`config.mk`:
```
export PLATFORM = sky130hd
export DESIGN_NAME = tick_count_to_time_display
export DESIGN_NICKNAME = d
export VERILOG_FILES = /design/src/ttd_pkg.sv /design/src/ttd_cdiv.sv /design/src/ttd_digits.sv /design/src/ttd_ser.sv /design/src/tick_count_to_time_display.sv
export SDC_FILE = /design/constraint.sdc
export NUM_CORES = 1
export LEC_CHECK = 0
export BUFFER_PORTS_ARGS = -buffer_cell sky130_fd_sc_hd__buf_2
export CAP_MARGIN = 20
export CORE_MARGIN = 4
export CORE_UTILIZATION = 64
export DETAILED_ROUTE_END_ITERATION = 6
export HOLD_SLACK_MARGIN = 0.08
export PLACE_DENSITY = 0.83
export SLEW_MARGIN = 10
export SYNTH_ARGS = -nofsm -noshare
export SYNTH_HDL_FRONTEND = slang
export SYNTH_SLANG_ARGS = --single-unit
```
`constraint.sdc`:
```
create_clock -name clock -period 7.6 [get_ports clock]
set_input_delay 0.76 -clock clock [delete_from_list [all_inputs] [get_ports clock]]
set_output_delay 0.76 -clock clock [all_outputs]
set_load 0.01 [all_outputs]
```
`src/ttd_pkg.sv`:
```
package ttd_pkg;

   // defaults for the top-level parameters
   localparam int TICKS_PER_TENTH_DEF = 25;
   localparam int TICK_WIDTH_DEF      = 32;

   // fixed field widths
   localparam int TICK_PORT_W  = 32;
   localparam int CHAR_W       = 8;
   localparam int RESULT_COUNT = 12;

   // quotient bits resolved per divider stage
   localparam int DIV_BITS_PER_STAGE = 4;

   // mixed radix above the tenth
   localparam int TENTHS_PER_MINUTE = 600;
   localparam int MINUTES_PER_HOUR  = 60;
   localparam int HOUR_WRAP         = 1000;

   localparam int TENTHS_REM_W = $clog2(TENTHS_PER_MINUTE + 1);
   localparam int MINUTE_REM_W = $clog2(MINUTES_PER_HOUR + 1);
   localparam int HOUR_REM_W   = $clog2(HOUR_WRAP + 1);

   // small decimal split by reciprocal multiply, exact below 1029
   localparam int DIGIT_W     = 4;
   localparam int DIV10_IN_W  = 10;
   localparam int DIV10_OUT_W = 7;
   localparam int DIV10_MULT  = 205;
   localparam int DIV10_SHIFT = 11;
   localparam int DIV10_P_W   = DIV10_IN_W + 8;

   // characters
   localparam logic [CHAR_W-1:0] ASCII_ZERO    = 8'h30;
   localparam logic [CHAR_W-1:0] ASCII_SPACE   = 8'h20;
   localparam logic [CHAR_W-1:0] ASCII_COLON   = 8'h3A;
   localparam logic [CHAR_W-1:0] ASCII_PERIOD  = 8'h2E;
   localparam logic [CHAR_W-1:0] ASCII_NEWLINE = 8'h0A;

   // decimal digits of one display, most significant first
   typedef struct packed {
      logic [DIGIT_W-1:0] h2;
      logic [DIGIT_W-1:0] h1;
      logic [DIGIT_W-1:0] h0;
      logic [DIGIT_W-1:0] m1;
      logic [DIGIT_W-1:0] m0;
      logic [DIGIT_W-1:0] s1;
      logic [DIGIT_W-1:0] s0;
      logic [DIGIT_W-1:0] t;
   } digits_type;

   function automatic logic [DIV10_OUT_W-1:0] div10(input logic [DIV10_IN_W-1:0] x);
      logic [DIV10_P_W-1:0] p;
      p = DIV10_P_W'(x) * DIV10_P_W'(DIV10_MULT);
      return DIV10_OUT_W'(p >> DIV10_SHIFT);
   endfunction

   function automatic logic [DIGIT_W-1:0] rem10(input logic [DIV10_IN_W-1:0] x,
                                                input logic [DIV10_OUT_W-1:0] q);
      logic [DIV10_IN_W-1:0] r;
      r = x - DIV10_IN_W'(q) * DIV10_IN_W'(10);
      return r[DIGIT_W-1:0];
   endfunction

endpackage

```
`src/ttd_cdiv.sv`:
```
module ttd_cdiv
   import ttd_pkg::*;
#(
   parameter int WIDTH   = TICK_WIDTH_DEF,
   parameter int DIVISOR = TICKS_PER_TENTH_DEF,
   parameter int SIDE_W  = 1,
   localparam int REM_W  = $clog2(DIVISOR + 1)
) (
   input  logic              clock,
   input  logic              reset,
   input  logic              in_valid,
   output logic              in_ready,
   input  logic [WIDTH-1:0]  in_num,
   input  logic [SIDE_W-1:0] in_side,
   output logic              out_valid,
   input  logic              out_ready,
   output logic [WIDTH-1:0]  out_quo,
   output logic [REM_W-1:0]  out_rem,
   output logic [SIDE_W-1:0] out_side
);

   localparam int STAGES = (WIDTH + DIV_BITS_PER_STAGE - 1) / DIV_BITS_PER_STAGE;
   localparam int PAD_W  = STAGES * DIV_BITS_PER_STAGE;
   localparam logic [REM_W:0] DIV_K = (REM_W + 1)'(DIVISOR);

   // work word: numerator bits leave at the top, quotient bits enter at the bottom
   logic [PAD_W-1:0]  work_ff [STAGES];
   logic [PAD_W-1:0]  work_in [STAGES];
   logic [REM_W-1:0]  rem_ff  [STAGES];
   logic [REM_W-1:0]  rem_in  [STAGES];
   logic [SIDE_W-1:0] side_ff [STAGES];
   logic [STAGES-1:0] vld_ff;
   logic [STAGES-1:0] vld_src;
   logic [STAGES-1:0] rdy;

   // restoring division, a few quotient bits per stage
   function automatic logic [PAD_W+REM_W-1:0] div_step(input logic [PAD_W-1:0] w_i,
                                                       input logic [REM_W-1:0] r_i);
      logic [PAD_W-1:0] w;
      logic [REM_W-1:0] r;
      logic [REM_W:0]   sh;
      w = w_i;
      r = r_i;
      for (int j = 0; j < DIV_BITS_PER_STAGE; j++) begin
         sh = {r, w[PAD_W-1]};
         w  = {w[PAD_W-2:0], 1'b0};
         if (sh >= DIV_K) begin
            sh   = sh - DIV_K;
            w[0] = 1'b1;
         end
         r = sh[REM_W-1:0];
      end
      return {w, r};
   endfunction

   // stage inputs and next values
   always_comb begin
      logic [PAD_W-1:0] pre_work;
      logic [REM_W-1:0] pre_rem;
      for (int s = 0; s < STAGES; s++) begin
         if (s == 0) begin
            pre_work   = PAD_W'(in_num);
            pre_rem    = '0;
            vld_src[s] = in_valid;
         end else begin
            pre_work   = work_ff[s-1];
            pre_rem    = rem_ff[s-1];
            vld_src[s] = vld_ff[s-1];
         end
         {work_in[s], rem_in[s]} = div_step(pre_work, pre_rem);
      end
   end

   // a stage takes new data when empty or when it moves on
   always_comb begin
      rdy[STAGES-1] = !vld_ff[STAGES-1] || out_ready;
      for (int s = STAGES - 2; s >= 0; s--) begin
         rdy[s] = !vld_ff[s] || rdy[s+1];
      end
   end

   always_ff @(posedge clock) begin
      if (reset) begin
         vld_ff <= '0;
      end else begin
         for (int s = 0; s < STAGES; s++) begin
            if (rdy[s]) begin
               vld_ff[s] <= vld_src[s];
            end
         end
      end
   end

   always_ff @(posedge clock) begin
      for (int s = 0; s < STAGES; s++) begin
         if (rdy[s] && vld_src[s]) begin
            work_ff[s] <= work_in[s];
            rem_ff[s]  <= rem_in[s];
            if (s == 0) begin
               side_ff[s] <= in_side;
            end else begin
               side_ff[s] <= side_ff[s-1];
            end
         end
      end
   end

   assign in_ready  = rdy[0];
   assign out_valid = vld_ff[STAGES-1];
   assign out_quo   = work_ff[STAGES-1][WIDTH-1:0];
   assign out_rem   = rem_ff[STAGES-1];
   assign out_side  = side_ff[STAGES-1];

`ifndef SYNTHESIS
   a_rem_bound: assert property (@(posedge clock) disable iff (reset)
      out_valid |-> (out_rem < REM_W'(DIVISOR)))
      else $error("divider remainder not below divisor");

   a_first_load: assert property (@(posedge clock) disable iff (reset)
      (in_valid && in_ready) |=> vld_ff[0])
      else $error("accepted request missing from first divider stage");
`endif

endmodule

```
`src/ttd_digits.sv`:
```
module ttd_digits
   import ttd_pkg::*;
(
   input  logic                    clock,
   input  logic                    reset,
   input  logic                    in_valid,
   output logic                    in_ready,
   input  logic [HOUR_REM_W-1:0]   in_hours,
   input  logic [MINUTE_REM_W-1:0] in_minutes,
   input  logic [TENTHS_REM_W-1:0] in_tenths,
   output logic                    out_valid,
   input  logic                    out_ready,
   output digits_type              out_digits
);

   // first split: low digits and tens counts
   logic [DIV10_OUT_W-1:0] hq_ff, hq_in;
   logic [DIGIT_W-1:0]     h0_ff, h0_in;
   logic [DIGIT_W-1:0]     m1_ff, m1_in;
   logic [DIGIT_W-1:0]     m0_ff, m0_in;
   logic [DIV10_OUT_W-1:0] rq_ff, rq_in;
   logic [DIGIT_W-1:0]     t_ff, t_in;
   logic                   a_vld_ff;
   logic [DIV10_OUT_W-1:0] mq;

   // second split: hundreds and tens of hours, tens and units of seconds
   digits_type             dig_ff, dig_in;
   logic                   b_vld_ff;
   logic [DIV10_OUT_W-1:0] h2q;
   logic [DIV10_OUT_W-1:0] s1q;

   logic rdy_a;
   logic rdy_b;

   assign rdy_b    = !b_vld_ff || out_ready;
   assign rdy_a    = !a_vld_ff || rdy_b;
   assign in_ready = rdy_a;

   // stage a arithmetic
   always_comb begin
      hq_in = div10(DIV10_IN_W'(in_hours));
      h0_in = rem10(DIV10_IN_W'(in_hours), hq_in);
      mq    = div10(DIV10_IN_W'(in_minutes));
      m1_in = mq[DIGIT_W-1:0];
      m0_in = rem10(DIV10_IN_W'(in_minutes), mq);
      rq_in = div10(DIV10_IN_W'(in_tenths));
      t_in  = rem10(DIV10_IN_W'(in_tenths), rq_in);
   end

   // stage b arithmetic
   always_comb begin
      h2q       = div10(DIV10_IN_W'(hq_ff));
      s1q       = div10(DIV10_IN_W'(rq_ff));
      dig_in.h2 = h2q[DIGIT_W-1:0];
      dig_in.h1 = rem10(DIV10_IN_W'(hq_ff), h2q);
      dig_in.h0 = h0_ff;
      dig_in.m1 = m1_ff;
      dig_in.m0 = m0_ff;
      dig_in.s1 = s1q[DIGIT_W-1:0];
      dig_in.s0 = rem10(DIV10_IN_W'(rq_ff), s1q);
      dig_in.t  = t_ff;
   end

   always_ff @(posedge clock) begin
      if (reset) begin
         a_vld_ff <= 1'b0;
         b_vld_ff <= 1'b0;
      end else begin
         if (rdy_a) begin
            a_vld_ff <= in_valid;
         end
         if (rdy_b) begin
            b_vld_ff <= a_vld_ff;
         end
      end
   end

   always_ff @(posedge clock) begin
      if (rdy_a && in_valid) begin
         hq_ff <= hq_in;
         h0_ff <= h0_in;
         m1_ff <= m1_in;
         m0_ff <= m0_in;
         rq_ff <= rq_in;
         t_ff  <= t_in;
      end
      if (rdy_b && a_vld_ff) begin
         dig_ff <= dig_in;
      end
   end

   assign out_valid  = b_vld_ff;
   assign out_digits = dig_ff;

`ifndef SYNTHESIS
   a_digit_range: assert property (@(posedge clock) disable iff (reset)
      out_valid |-> (dig_ff.h2 <= 4'd9 && dig_ff.h1 <= 4'd9 && dig_ff.h0 <= 4'd9 &&
                     dig_ff.m1 <= 4'd5 && dig_ff.m0 <= 4'd9 && dig_ff.s1 <= 4'd5 &&
                     dig_ff.s0 <= 4'd9 && dig_ff.t <= 4'd9))
      else $error("decimal digit out of range");
`endif

endmodule

```
`src/ttd_ser.sv`:
```
module ttd_ser
   import ttd_pkg::*;
(
   input  logic              clock,
   input  logic              reset,
   input  logic              in_valid,
   output logic              in_ready,
   input  digits_type        in_digits,
   output logic              out_valid,
   input  logic              out_ready,
   output logic [CHAR_W-1:0] out_character,
   output logic              out_last
);

   localparam int CNT_W = $clog2(RESULT_COUNT + 1);

   logic [CHAR_W-1:0] chr_ff [RESULT_COUNT];
   logic [CHAR_W-1:0] chr_in [RESULT_COUNT];
   logic [CNT_W-1:0]  cnt_ff;
   logic              load;
   logic              shift;

   // digit, or blank while only leading zeros have been seen and fill_zero is clear
   function automatic logic [CHAR_W-1:0] show(input logic [DIGIT_W-1:0] d,
                                              input logic seen,
                                              input logic fill_zero);
      if (d != '0 || seen || fill_zero) begin
         return ASCII_ZERO + CHAR_W'(d);
      end else begin
         return ASCII_SPACE;
      end
   endfunction

   // build the line: HHH:MM:SS.T and newline
   always_comb begin
      logic seen;
      seen       = 1'b0;
      chr_in[0]  = show(in_digits.h2, seen, 1'b0);
      seen       = seen || (in_digits.h2 != '0);
      chr_in[1]  = show(in_digits.h1, seen, 1'b0);
      seen       = seen || (in_digits.h1 != '0);
      chr_in[2]  = show(in_digits.h0, seen, 1'b0);
      seen       = seen || (in_digits.h0 != '0);
      chr_in[3]  = seen ? ASCII_COLON : ASCII_SPACE;
      chr_in[4]  = show(in_digits.m1, seen, 1'b0);
      seen       = seen || (in_digits.m1 != '0);
      chr_in[5]  = show(in_digits.m0, seen, 1'b0);
      seen       = seen || (in_digits.m0 != '0);
      chr_in[6]  = seen ? ASCII_COLON : ASCII_SPACE;
      chr_in[7]  = show(in_digits.s1, seen, 1'b0);
      chr_in[8]  = show(in_digits.s0, seen, 1'b1);
      chr_in[9]  = ASCII_PERIOD;
      chr_in[10] = show(in_digits.t, seen, 1'b1);
      chr_in[11] = ASCII_NEWLINE;
   end

   // next request loads as the newline of the current one leaves
   assign out_valid = (cnt_ff != '0);
   assign out_last  = (cnt_ff == CNT_W'(1));
   assign in_ready  = !out_valid || (out_last && out_ready);
   assign load      = in_valid && in_ready;
   assign shift     = out_valid && out_ready;

   always_ff @(posedge clock) begin
      if (reset) begin
         cnt_ff <= '0;
      end else if (load) begin
         cnt_ff <= CNT_W'(RESULT_COUNT);
      end else if (shift) begin
         cnt_ff <= cnt_ff - CNT_W'(1);
      end
   end

   always_ff @(posedge clock) begin
      if (load) begin
         for (int k = 0; k < RESULT_COUNT; k++) begin
            chr_ff[k] <= chr_in[k];
         end
      end else if (shift) begin
         for (int k = 0; k < RESULT_COUNT - 1; k++) begin
            chr_ff[k] <= chr_ff[k+1];
         end
      end
   end

   assign out_character = chr_ff[0];

`ifndef SYNTHESIS
   a_last_newline: assert property (@(posedge clock) disable iff (reset)
      (out_valid && out_last) |-> (out_character == ASCII_NEWLINE))
      else $error("final character of a line is not a newline");

   a_full_line: assert property (@(posedge clock) disable iff (reset)
      load |=> (cnt_ff == CNT_W'(RESULT_COUNT)))
      else $error("line count not reloaded on request");
`endif

endmodule

```
`src/tick_count_to_time_display.sv`:
```
// channel  direction  fields                        handshake
// req      in         req_ticks[31:0]               req_valid / req_ready
// rsp      out        rsp_character[7:0], rsp_last  rsp_valid / rsp_ready
//
// each request gives twelve characters, one per cycle while rsp_ready is high, so
// the sustained request rate is set by the single character port.
// path from request to first character, W the used width:
// four constant dividers of ceil(W / 4) stages each, two digit stages, one line load.
// reset is synchronous and empties every stage; no request is pending after it.
// a stall on rsp holds the line in the output shift register while stages fill up.
module tick_count_to_time_display
   import ttd_pkg::*;
#(
   parameter int TICKS_PER_TENTH = TICKS_PER_TENTH_DEF,
   parameter int TICK_WIDTH      = TICK_WIDTH_DEF
) (
   input  logic                   clock,
   input  logic                   reset,
   input  logic                   req_valid,
   output logic                   req_ready,
   input  logic [TICK_PORT_W-1:0] req_ticks,
   output logic                   rsp_valid,
   input  logic                   rsp_ready,
   output logic [CHAR_W-1:0]      rsp_character,
   output logic                   rsp_last
);

   localparam int TW  = (TICK_WIDTH < TICK_PORT_W) ? TICK_WIDTH : TICK_PORT_W;
   localparam int TPT = (TICKS_PER_TENTH == 0) ? 1 : TICKS_PER_TENTH;

   logic                    tn_valid, tn_ready;
   logic [TW-1:0]           tn_quo;
   logic                    mn_valid, mn_ready;
   logic [TW-1:0]           mn_quo;
   logic [TENTHS_REM_W-1:0] mn_rem;
   logic                    hr_valid, hr_ready;
   logic [TW-1:0]           hr_quo;
   logic [MINUTE_REM_W-1:0] hr_rem;
   logic [TENTHS_REM_W-1:0] hr_side;
   logic                    wr_valid, wr_ready;
   logic [HOUR_REM_W-1:0]   wr_rem;
   logic [MINUTE_REM_W+TENTHS_REM_W-1:0] wr_side;
   logic                    dg_valid, dg_ready;
   digits_type              dg_digits;

   // ticks to tenths, sub-tenth remainder dropped
   ttd_cdiv #(
      .WIDTH   (TW),
      .DIVISOR (TPT),
      .SIDE_W  (1)
   ) u_tenths (
      .clock     (clock),
      .reset     (reset),
      .in_valid  (req_valid),
      .in_ready  (req_ready),
      .in_num    (req_ticks[TW-1:0]),
      .in_side   (1'b0),
      .out_valid (tn_valid),
      .out_ready (tn_ready),
      .out_quo   (tn_quo),
      .out_rem   (),
      .out_side  ()
   );

   // tenths to minutes, tenths within the minute kept
   ttd_cdiv #(
      .WIDTH   (TW),
      .DIVISOR (TENTHS_PER_MINUTE),
      .SIDE_W  (1)
   ) u_minutes (
      .clock     (clock),
      .reset     (reset),
      .in_valid  (tn_valid),
      .in_ready  (tn_ready),
      .in_num    (tn_quo),
      .in_side   (1'b0),
      .out_valid (mn_valid),
      .out_ready (mn_ready),
      .out_quo   (mn_quo),
      .out_rem   (mn_rem),
      .out_side  ()
   );

   // minutes to hours
   ttd_cdiv #(
      .WIDTH   (TW),
      .DIVISOR (MINUTES_PER_HOUR),
      .SIDE_W  (TENTHS_REM_W)
   ) u_hours (
      .clock     (clock),
      .reset     (reset),
      .in_valid  (mn_valid),
      .in_ready  (mn_ready),
      .in_num    (mn_quo),
      .in_side   (mn_rem),
      .out_valid (hr_valid),
      .out_ready (hr_ready),
      .out_quo   (hr_quo),
      .out_rem   (hr_rem),
      .out_side  (hr_side)
   );

   // hours wrap past 999
   ttd_cdiv #(
      .WIDTH   (TW),
      .DIVISOR (HOUR_WRAP),
      .SIDE_W  (MINUTE_REM_W + TENTHS_REM_W)
   ) u_wrap (
      .clock     (clock),
      .reset     (reset),
      .in_valid  (hr_valid),
      .in_ready  (hr_ready),
      .in_num    (hr_quo),
      .in_side   ({hr_rem, hr_side}),
      .out_valid (wr_valid),
      .out_ready (wr_ready),
      .out_quo   (),
      .out_rem   (wr_rem),
      .out_side  (wr_side)
   );

   // decimal digits
   ttd_digits u_digits (
      .clock      (clock),
      .reset      (reset),
      .in_valid   (wr_valid),
      .in_ready   (wr_ready),
      .in_hours   (wr_rem),
      .in_minutes (wr_side[MINUTE_REM_W+TENTHS_REM_W-1:TENTHS_REM_W]),
      .in_tenths  (wr_side[TENTHS_REM_W-1:0]),
      .out_valid  (dg_valid),
      .out_ready  (dg_ready),
      .out_digits (dg_digits)
   );

   // characters out, one per cycle while rsp_ready is high
   ttd_ser u_ser (
      .clock         (clock),
      .reset         (reset),
      .in_valid      (dg_valid),
      .in_ready      (dg_ready),
      .in_digits     (dg_digits),
      .out_valid     (rsp_valid),
      .out_ready     (rsp_ready),
      .out_character (rsp_character),
      .out_last      (rsp_last)
   );

endmodule

```
==> impl_metrics.env <==
export IMPL_status="finished, final reports clean"
export IMPL_tns_ns=0
export IMPL_slew_headroom=0.337
export IMPL_final_common_cell="edfxtp_1"
export IMPL_utilization=0.715
export IMPL_clock_sinks=1122
export IMPL_crit_fanout=10
export IMPL_leakagePower_nw=20.8
export IMPL_cpMostUsedCell="ha_1"
export IMPL_grt_pass1_vias=29300
export IMPL_timing_hold_ws_ns=0.252
export IMPL_area_growth_synth_to_final_pct=10.4
export IMPL_hold_depth=1
export IMPL_routedWlPerCell_um=18.6
export IMPL_clk_pin_slew_ns=0.06
export IMPL_first_iter_violations=2117
export IMPL_io_pin_count=47
export IMPL_place_congestion=0.869
export IMPL_die_width_um=291
export IMPL_fin_crit_sh=0.867
export IMPL_seq_area_um2=33300
export IMPL_wl_um=90900
export IMPL_cp_required_ns=8.03
export IMPL_period_needed_ns=6.59
export IMPL_crit_slowest_cell="o21ai_1"
export IMPL_globalRouteTotalUtil=0.213
export IMPL_critPathMaxStageDelay_ns=0.50
export IMPL_drv_cap=0
export IMPL_fin_worst_skew_ns=0.0420
export IMPL_r2r_cells=23
export IMPL_tightest_slew_ns=0.995
export IMPL_p_total_mw=13.5
export IMPL_antenna_found_initial=0
export IMPL_dieArea_um2=84800
export IMPL_portBuffers=44
export IMPL_layout_common_cells="1,084 x edfxtp_1, 289 x inv_1, 286 x ha_1"
export IMPL_synth_edff_count=1084
export IMPL_cts_resized_gates=0
export IMPL_synth_flop_cell="edfxtp_1"
export IMPL_die_h_um=291
export IMPL_synth_seq_cells=1122
export IMPL_multi_input_area_um2=16800
export IMPL_nFillCells=4894
export IMPL_antenna_left=0
export IMPL_core_area_um2=79300
export IMPL_cp_start_kind="register"
export IMPL_max_vdd_ir_drop_mv=0.264
export IMPL_routed_via_count=28700
export IMPL_grt_max_degree=51
export IMPL_cts_hold_buffers_added=0
export IMPL_nets=4136
export IMPL_rows=103
export IMPL_crit_cells=23
export IMPL_grt_pass1_wl_um=148000
export IMPL_cp_end_kind="register"
export IMPL_diodes=0
export IMPL_drt_pass1_iter_count=6
export IMPL_rsz0062_at_grt="no"
export IMPL_synthArstFlopShare=0
export IMPL_cp_cell_sequence="inv_1 -> ha_1 -> nand2b_1 -> a21oi_1 -> or2_1 -> xnor2_1 -> ha_1 -> o21ai_1 -> nor4b_1 -> o211ai_1 -> o21ai_1 -> xnor2_1 -> ha_1 -> o41a_1 -> nor2_1 -> mux2_2 -> a41oi_2 -> xnor2_1 -> ha_1 -> nand2b_1 -> a211oi_1 -> a2111oi_0 -> a211o_1"
export IMPL_cts_made_buffers=106
export IMPL_clkLatencyLatePin_ns=0.68
export IMPL_hold_class="input pin to register"
export IMPL_start_util=0.648
export IMPL_maxSlewViolCount=0
export IMPL_synth_seq_area_share=0.649
export IMPL_cts_setup_buffers=0
export IMPL_cp_arrival_ns=7.01
export IMPL_drive_above_1_share=0.105
export IMPL_syn_inst=3620
export IMPL_yosys_warnings=0
export IMPL_htreeDepth=3
export IMPL_critPathKind="register to register"
export IMPL_drt_vias_per_instance=5.86
export IMPL_clockRootBuffer="clkbuf_16"
export IMPL_drc=0
export IMPL_overflow=0
export IMPL_ys_types=121
export IMPL_pwr_density_cell_nw_per_um2=237
export IMPL_syn_area_um2=51400
export IMPL_crit_buf_inv=1
export IMPL_crit_family="compound AO/OA/AOI/OAI gates"
export IMPL_syn_avg_cell_area_um2=14.2
export IMPL_max_clock_freq_ghz=0.152
export IMPL_cts_tree="built"
export IMPL_setup_viol=0
export IMPL_post_dp_hpwl_um=60700
export IMPL_hold_violations=0
export IMPL_clock_path_buffers=3
[per-layer routing]
layer | GRT usage | vias up | wire (um)
met5 | 0 | - | 0
met4 | 0.0808 | 0 | 3160
met3 | 0.0308 | 211 | 4110
met2 | 0.386 | 803 | 47600
met1 | 0.260 | 13900 | 36000
li1 | - | 13700 | -
[cell families (layout without fill, tap and decap cells)]
family | after synthesis | after routing | share of synthesized area
other | 1 | 2 | 0.0000730
AND/OR/NAND/NOR | 853 | 853 | 0.0853
adder cells (fa/ha/maj) | 347 | 347 | 0.0934
flip-flops | 1122 | 1122 | 0.649
XOR/XNOR | 249 | 249 | 0.0428
buffers and inverters | 351 | 572 | 0.0269
multiplexers | 98 | 98 | 0.0203
AO/OA/AOI/OAI | 599 | 599 | 0.0827
[final timing paths]
check	startpoint	to	slack [ns]
hold / removal	req_ticks[9]	u_tenths.work_ff[0][13]	0.25
hold reg to reg	u_wrap.side_ff[0][38]	u_wrap.side_ff[0][54]	0.39
setup / recovery	u_wrap.rem_ff[1][22]	u_wrap.rem_ff[1][37]	1.01
setup reg to reg	u_wrap.rem_ff[1][22]	u_wrap.rem_ff[1][37]	1.01
[worst reg2reg max path: stages (launching register included)]
cell	delay [ns]
edfxtp_1	0.47
inv_1	0.19
ha_1	0.34
nand2b_1	0.09
a21oi_1	0.34
or2_1	0.26
xnor2_1	0.15
ha_1	0.30
o21ai_1	0.11
nor4b_1	0.35
o211ai_1	0.16
o21ai_1	0.50
xnor2_1	0.28
ha_1	0.36
o41a_1	0.19
nor2_1	0.04
mux2_2	0.28
a41oi_2	0.46
xnor2_1	0.20
ha_1	0.26
nand2b_1	0.27
a211oi_1	0.32
a2111oi_0	0.15
a211o_1	0.28
[metrics by stage]
stage | std cells | setup slack (ns) | instance area, um2
2_1_floorplan | 3621 | 2.04 | 51400
3_3_place_gp | 4692 | 1.16 | 53000
3_5_place_dp | 4692 | 1.09 | 53000
4_1_cts | 4889 | 1.02 | 56600
5_1_grt | 4892 | 0.422 | 56700
6_report | 4892 | 1.01 | 56700
[flip-flops by register name, summed over array words and instances (netlist names), 31 cells and up]
signal,cells
u_digits.out_digits,31
u_hours.side_ff,80
u_hours.work_ff,129
u_minutes.rem_ff,62
u_minutes.work_ff,167
u_ser.chr_ff,65
u_tenths.rem_ff,34
u_tenths.work_ff,224
u_wrap.side_ff,128
u_wrap.work_ff,80
[power breakdown]
| group | internal (mW) | leakage [nW] | switching, mW |
|---|---|---|---|
| combinational | 0.391 | 8.94 | 0.655 |
| clock | 3.10 | 1.73 | 2.28 |
| sequential | 6.97 | 10.1 | 0.0551 |
| total | 10.5 | 20.8 | 2.99 |
[Yosys cell counts (all sizes together) (37+ instances only)]
master  count  share of area
nor3       46         0.0046
fa         61          0.024
nand2     235          0.017
ha        286          0.070
mux2       43         0.0096
and2       37         0.0045
xor2       90          0.015
mux2i      55          0.011
nor2b      49         0.0060
a21o       41         0.0060
xnor2     159          0.027
inv       295          0.022
nor2      190          0.014
edfxtp   1084           0.63
nand2b     45         0.0055
dfxtp      38          0.015
nand3      44         0.0043
a21oi     131          0.013
o21ai     111          0.011
[area by class of cell]
type	instances	area share
clock inverter	65	0.0136
inverter	295	0.0195
clock buffer	132	0.0498
tap	1050	0.0232
sequential	1122	0.588
timing repair buffer	80	0.00945
multi-input combinational	2148	0.297
Power figures use the tool's default switching activity.
